`config.mk`:
```
export PLATFORM = sky130hd
export DESIGN_NAME = sabs_ctrl
export DESIGN_NICKNAME = d
export VERILOG_FILES = /design/src/sv/assert_macros.svh /design/src/sv/sabs_pkg.sv /design/src/sv/sabs_ctrl.sv
export SDC_FILE = /design/constraint.sdc
export NUM_CORES = 1
export LEC_CHECK = 0
export BUFFER_PORTS_ARGS = -buffer_cell sky130_fd_sc_hd__buf_2
export CAP_MARGIN = 20
export CORE_AREA = 4 4 41 43
export CTS_CLUSTER_DIAMETER = 200
export DETAILED_ROUTE_END_ITERATION = 16
export DIE_AREA = 0 0 45 47
export SKIP_LAST_GASP = 1
export SLEW_MARGIN = 10
export SYNTH_ARGS = -nofsm -noshare
export SYNTH_HDL_FRONTEND = slang
export SYNTH_SLANG_ARGS = --single-unit
```
`constraint.sdc`:
```
create_clock -name clk -period 3.1 [get_ports clk]
set_input_delay 0.775 -clock clk [delete_from_list [all_inputs] [get_ports clk]]
set_output_delay 0.775 -clock clk [all_outputs]
set_load 0.01 [all_outputs]
```
`src/sv/assert_macros.svh`:
```
// ---------------------------------------------------------------------------
// Assertion macros
// Concurrent assertion wrappers, empty under synthesis.
// ---------------------------------------------------------------------------
`ifndef ASSERT_MACROS_SVH
`define ASSERT_MACROS_SVH

`ifndef SYNTHESIS

// property must hold at every clock edge out of reset
`define SABS_ASSERT(lbl, clk, rst_n, prop, msg) \
    lbl: assert property (@(posedge clk) disable iff (!rst_n) prop) else $error(msg);

// condition must never be seen out of reset
`define SABS_NEVER(lbl, clk, rst_n, cond, msg) \
    lbl: assert property (@(posedge clk) disable iff (!rst_n) !(cond)) else $error(msg);

`else

`define SABS_ASSERT(lbl, clk, rst_n, prop, msg)
`define SABS_NEVER(lbl, clk, rst_n, cond, msg)

`endif

`endif

```
`src/sv/sabs_pkg.sv`:
```
// ---------------------------------------------------------------------------
// sabs_pkg
// Sizes, codes and shared types of the sorted array bound search block.
// ---------------------------------------------------------------------------
package sabs_pkg;

    localparam int DEPTH         = 1024;
    localparam int ELEMENT_WIDTH = 32;

    localparam int MODE_W  = 3;
    localparam int SLOT_W  = 10;
    localparam int KEY_W   = 32;
    localparam int POS_W   = 10;
    localparam int COUNT_W = 11;

    localparam int IDX_W = $clog2(DEPTH);
    localparam int N_W   = $clog2(DEPTH + 1);
    localparam int CMP_W = (ELEMENT_WIDTH > KEY_W) ? ELEMENT_WIDTH : KEY_W;

    typedef logic [MODE_W-1:0] mode_t;

    localparam mode_t MODE_LOAD     = 3'd0;
    localparam mode_t MODE_FIRST_EQ = 3'd1;
    localparam mode_t MODE_LAST_EQ  = 3'd2;
    localparam mode_t MODE_FIRST_GE = 3'd3;
    localparam mode_t MODE_LAST_LE  = 3'd4;

    typedef enum logic [2:0]
    {
        S_IDLE,
        S_PROBE,
        S_CMP,
        S_NCMP,
        S_DONE
    } state_t;

    typedef struct packed
    {
        logic wr_en;
        logic start;
        logic probe;
        logic read_nb;
        logic upd_lo;
        logic upd_end;
        logic set_hit;
        logic set_miss;
        logic res_load;
    } dp_cmd_t;

    typedef struct packed
    {
        logic is_load;
        logic is_query;
        logic range_ok;
        logic lt;
        logic cand;
        logic at_edge;
        logic nb_ok;
        logic nb_left;
        logic res_space;
    } dp_sts_t;

endpackage

```
`src/sv/sabs_ctrl.sv`:
```
// ---------------------------------------------------------------------------
// sabs_ctrl
// Sequencer for load items and the probe loop of the bound search.
// ---------------------------------------------------------------------------
module sabs_ctrl
    import sabs_pkg::*;
(
    input  logic    clk,
    input  logic    rst_n,
    input  logic    req_valid,
    output logic    req_ready,
    input  dp_sts_t sts,
    output dp_cmd_t cmd
);

    state_t state_reg;
    state_t state_next;

    always_ff @(posedge clk or negedge rst_n)
    begin
        if (!rst_n)
        begin
            state_reg <= S_IDLE;
        end
        else
        begin
            state_reg <= state_next;
        end
    end

    always_comb
    begin
        state_next = state_reg;
        cmd        = '0;
        req_ready  = 1'b0;
        case (state_reg)
            S_IDLE:
            begin
                req_ready = 1'b1;
                if (req_valid)
                begin
                    if (sts.is_load)
                    begin
                        cmd.wr_en = 1'b1;
                    end
                    else if (sts.is_query)
                    begin
                        cmd.start  = 1'b1;
                        state_next = S_PROBE;
                    end
                end
            end
            S_PROBE:
            begin
                if (sts.range_ok)
                begin
                    cmd.probe  = 1'b1;
                    state_next = S_CMP;
                end
                else
                begin
                    cmd.set_miss = 1'b1;
                    state_next   = S_DONE;
                end
            end
            S_CMP:
            begin
                if (sts.cand)
                begin
                    if (sts.at_edge)
                    begin
                        cmd.set_hit = 1'b1;
                        state_next  = S_DONE;
                    end
                    else
                    begin
                        cmd.read_nb = 1'b1;
                        state_next  = S_NCMP;
                    end
                end
                else
                begin
                    // element below key: drop the left half, else the right half
                    cmd.upd_lo  = sts.lt;
                    cmd.upd_end = !sts.lt;
                    state_next  = S_PROBE;
                end
            end
            S_NCMP:
            begin
                if (sts.nb_ok)
                begin
                    cmd.set_hit = 1'b1;
                    state_next  = S_DONE;
                end
                else
                begin
                    cmd.upd_end = sts.nb_left;
                    cmd.upd_lo  = !sts.nb_left;
                    state_next  = S_PROBE;
                end
            end
            S_DONE:
            begin
                // hold until the response register is free
                if (sts.res_space)
                begin
                    cmd.res_load = 1'b1;
                    state_next   = S_IDLE;
                end
            end
            default:
            begin
                state_next = S_IDLE;
            end
        endcase
    end

endmodule

```
==> impl_metrics.py <==
metrics = {
    "outcome": {
        "status": "finished clean",
    },
    "logic_synthesis": {
        "syn_area_per_cell_um2": 8.22,
        "ys_seq_area_frac": 0.261,
        "synth_nets": 47,
        "syn_area_um2": 288,
        "ys_warn_count": 0,
        "synthCells": 35,
        "ys_ff_latch": 3,
        "ys_types": 19,
    },
    "sta": {
        "finalHoldViolations": 0,
        "fin_setup_tns_ns": 0,
        "worstMarginPinSlew_ns": 0.412,
        "grt_setup_unrepaired": "no",
        "fin_skew_ns": 0.00359,
        "min_period_over_period": 0.705,
        "slew-limit-headroom": 0.725,
        "fmax_mhz": 457,
        "fin_crit_ns": 2.19,
        "report.final.slew_viol_count": 0,
        "setup_viol": 0,
    },
    "global_routing": {
        "grt_pass1_wl_mm": 1.46,
        "antenna_found_initial": 0,
        "grt_overflow_total": 0,
        "grt_pass1_vias": 365,
        "grt_use_total": 0.0950,
        "grt_max_degree": 14,
    },
    "route": {
        "wl_um": 798,
        "first_iter_violations": 9,
        "vias_per_cell": 4.62,
        "drc_errors": 0,
        "drt.antenna.violating_nets": 0,
        "first_pass_iters": 2,
        "vias": 342,
        "wire_per_inst_um": 10.8,
    },
    "worst_setup_path": {
        "r2r_end": "state_reg[2]",
        "critPathLaunchType": "flip-flop",
        "arrival_ns": 1.41,
        "r2r_slack_ns": 1.97,
        "reg2regPathDepth": 3,
        "critical_path_class": "reg2out",
        "regToRegStartpoint": "state_reg[0]",
        "cp_max_fo": 13,
        "crit_required_ns": 2.32,
        "worstSetupEndpointType": "output pin",
    },
    "placement": {
        "portBuffers": 21,
        "hpwl_um": 648,
        "place_inst": 70,
        "gp_congestion": 0.706,
    },
    "worst_hold_path": {
        "hold_class": "in2async",
    },
    "clock_network": {
        "h-tree-depth": 1,
        "clk_path_buf_depth": 2,
        "ctsResizeCount": 0,
        "clk_pin_slew_worst_paths_ns": 0.04,
        "cts_buffers": 3,
        "clockRootBuffer": "clkbuf_4",
        "clk_latency_ns": 0.23,
        "cts_hold_buffers": 0,
        "clock-sinks": 3,
        "cts_setup_buffers": 0,
        "cts_tree": "done",
    },
    "finish": {
        "nFillCells": 154,
        "antennaDiodeCount": 0,
        "syn_to_final_growth_pct": 48.3,
        "multi_input_area_um2": 194,
        "largest_reg_flops": 3,
        "drive_gt1_frac": 0.458,
        "fin_cells": 74,
        "seqCellArea_um2": 75.1,
        "nNetsFinal": 72,
    },
    "power_and_ir_drop": {
        "p_comb_frac": 0.367,
        "cellLeakagePower_nw": 0.233,
        "seqPwrFrac": 0.306,
        "powerDensity_nw_per_um2": 487,
        "peakVddDrop_v": 0.000160,
        "p_clk_frac": 0.327,
        "switching_share": 0.361,
        "intPower_mw": 0.133,
        "p_sw_mw": 0.0751,
    },
    "die": {
        "initial_core_util": 0.221,
        "die_y_um": 47,
        "fp.coreArea_um2": 1300,
        "die-area_um2": 2120,
        "rows": 13,
        "fp.dieW_um": 45,
        "io_pins": 22,
    },
    "job": {
        "cap_viol_max_count": 0,
    },
}
[cell families (layout without fill, tap and decap cells)]
group,count (synthesis),in the layout,share of synthesized area
AND/OR/NAND/NOR,24,24,0.548
flip-flops,3,3,0.261
AO/OA/AOI/OAI,5,5,0.126
buffers and inverters,3,27,0.0652
[critical path: stages, from the launching register on]
cell     delay (ns)
dfrtp_1        0.51
nor3_1         0.32
and4b_1        0.22
buf_2          0.12
[cell usage in the layout, fill, tap and decap left out, drive strengths merged]
cell type,count
a31oi,2
nand3,1
and4b,1
clkbuf,4
or2,1
and3,3
o221ai,1
nor3,2
a21o,1
dfrtp,3
nand2b,1
nand4b,1
nor4b,1
nand3b,2
a22oi,1
nand2,4
inv,2
buf,21
nor2,7
[power by group through the flow]
stage / sequential [mW] / clock, mW / combinational [mW]
finish: 0.0637 / 0.0679 / 0.0761
global route: 0.0661 / 0.0752 / 0.0868
CTS: 0.0636 / 0.0701 / 0.0770
detailed placement: 0.0641 / 0 / 0.0766
global placement: 0.0638 / 0 / 0.0771
floorplan: 0.0565 / 0 / 0.0567
[synthesized netlist by cell type, drive strengths merged]
cell type | n | area (µm²)
and4b | 1 | 10.0
nand3 | 1 | 5.00
nor3 | 2 | 10.0
nor4b | 1 | 23.8
nand2 | 4 | 15.0
o221ai | 1 | 8.76
nand4b | 1 | 8.76
nand2b | 1 | 13.8
or2 | 1 | 6.26
dfrtp | 3 | 75.1
a22oi | 1 | 7.51
a21o | 1 | 7.51
and3 | 3 | 23.8
buf | 1 | 11.3
nor2 | 7 | 26.3
inv | 2 | 7.51
nand3b | 2 | 15.0
a31oi | 2 | 12.5
[area by class of cell]
cell class                 count  share of cell area
multi-input combinational     29               0.455
timing repair buffer          21               0.246
sequential                     3               0.176
clock buffer                   4              0.0616
tap                           15              0.0440
inverter                       2              0.0176
[metal layers]
layer / GRT usage / wire length, µm / up-vias
met1: 0.105 / 344 / 155
met2: 0.155 / 410 / 11
met5: 0 / 0 / -
met4: 0.0702 / 0 / 0
li1: - / - / 176
met3: 0.0268 / 43 / 0
[how the worst max path moves through the flow]
stage	from	cells after the start	endpoint
floorplan	sts[4]	3	cmd[3]
global placement	sts[4]	5	cmd[3]
detailed placement	sts[4]	5	cmd[3]
CTS	state_reg[0]	3	cmd[7]
global route	state_reg[0]	3	cmd[7]
finish	state_reg[0]	3	cmd[7]
[metrics by stage]
stage               power (mW)  area (µm²)  setup slack [ns]  hold slack, ns  utilization
finish                   0.208         427             0.914           0.328        0.328
global route             0.228         427             0.801           0.320        0.328
CTS                      0.211         427             0.907           0.324        0.328
detailed placement       0.141         400             0.951           0.533        0.308
global placement         0.141         400             0.933           0.543        0.308
floorplan                0.113         288              1.17           0.476            -
No activity file was read; power rests on OpenSTA's default activity.
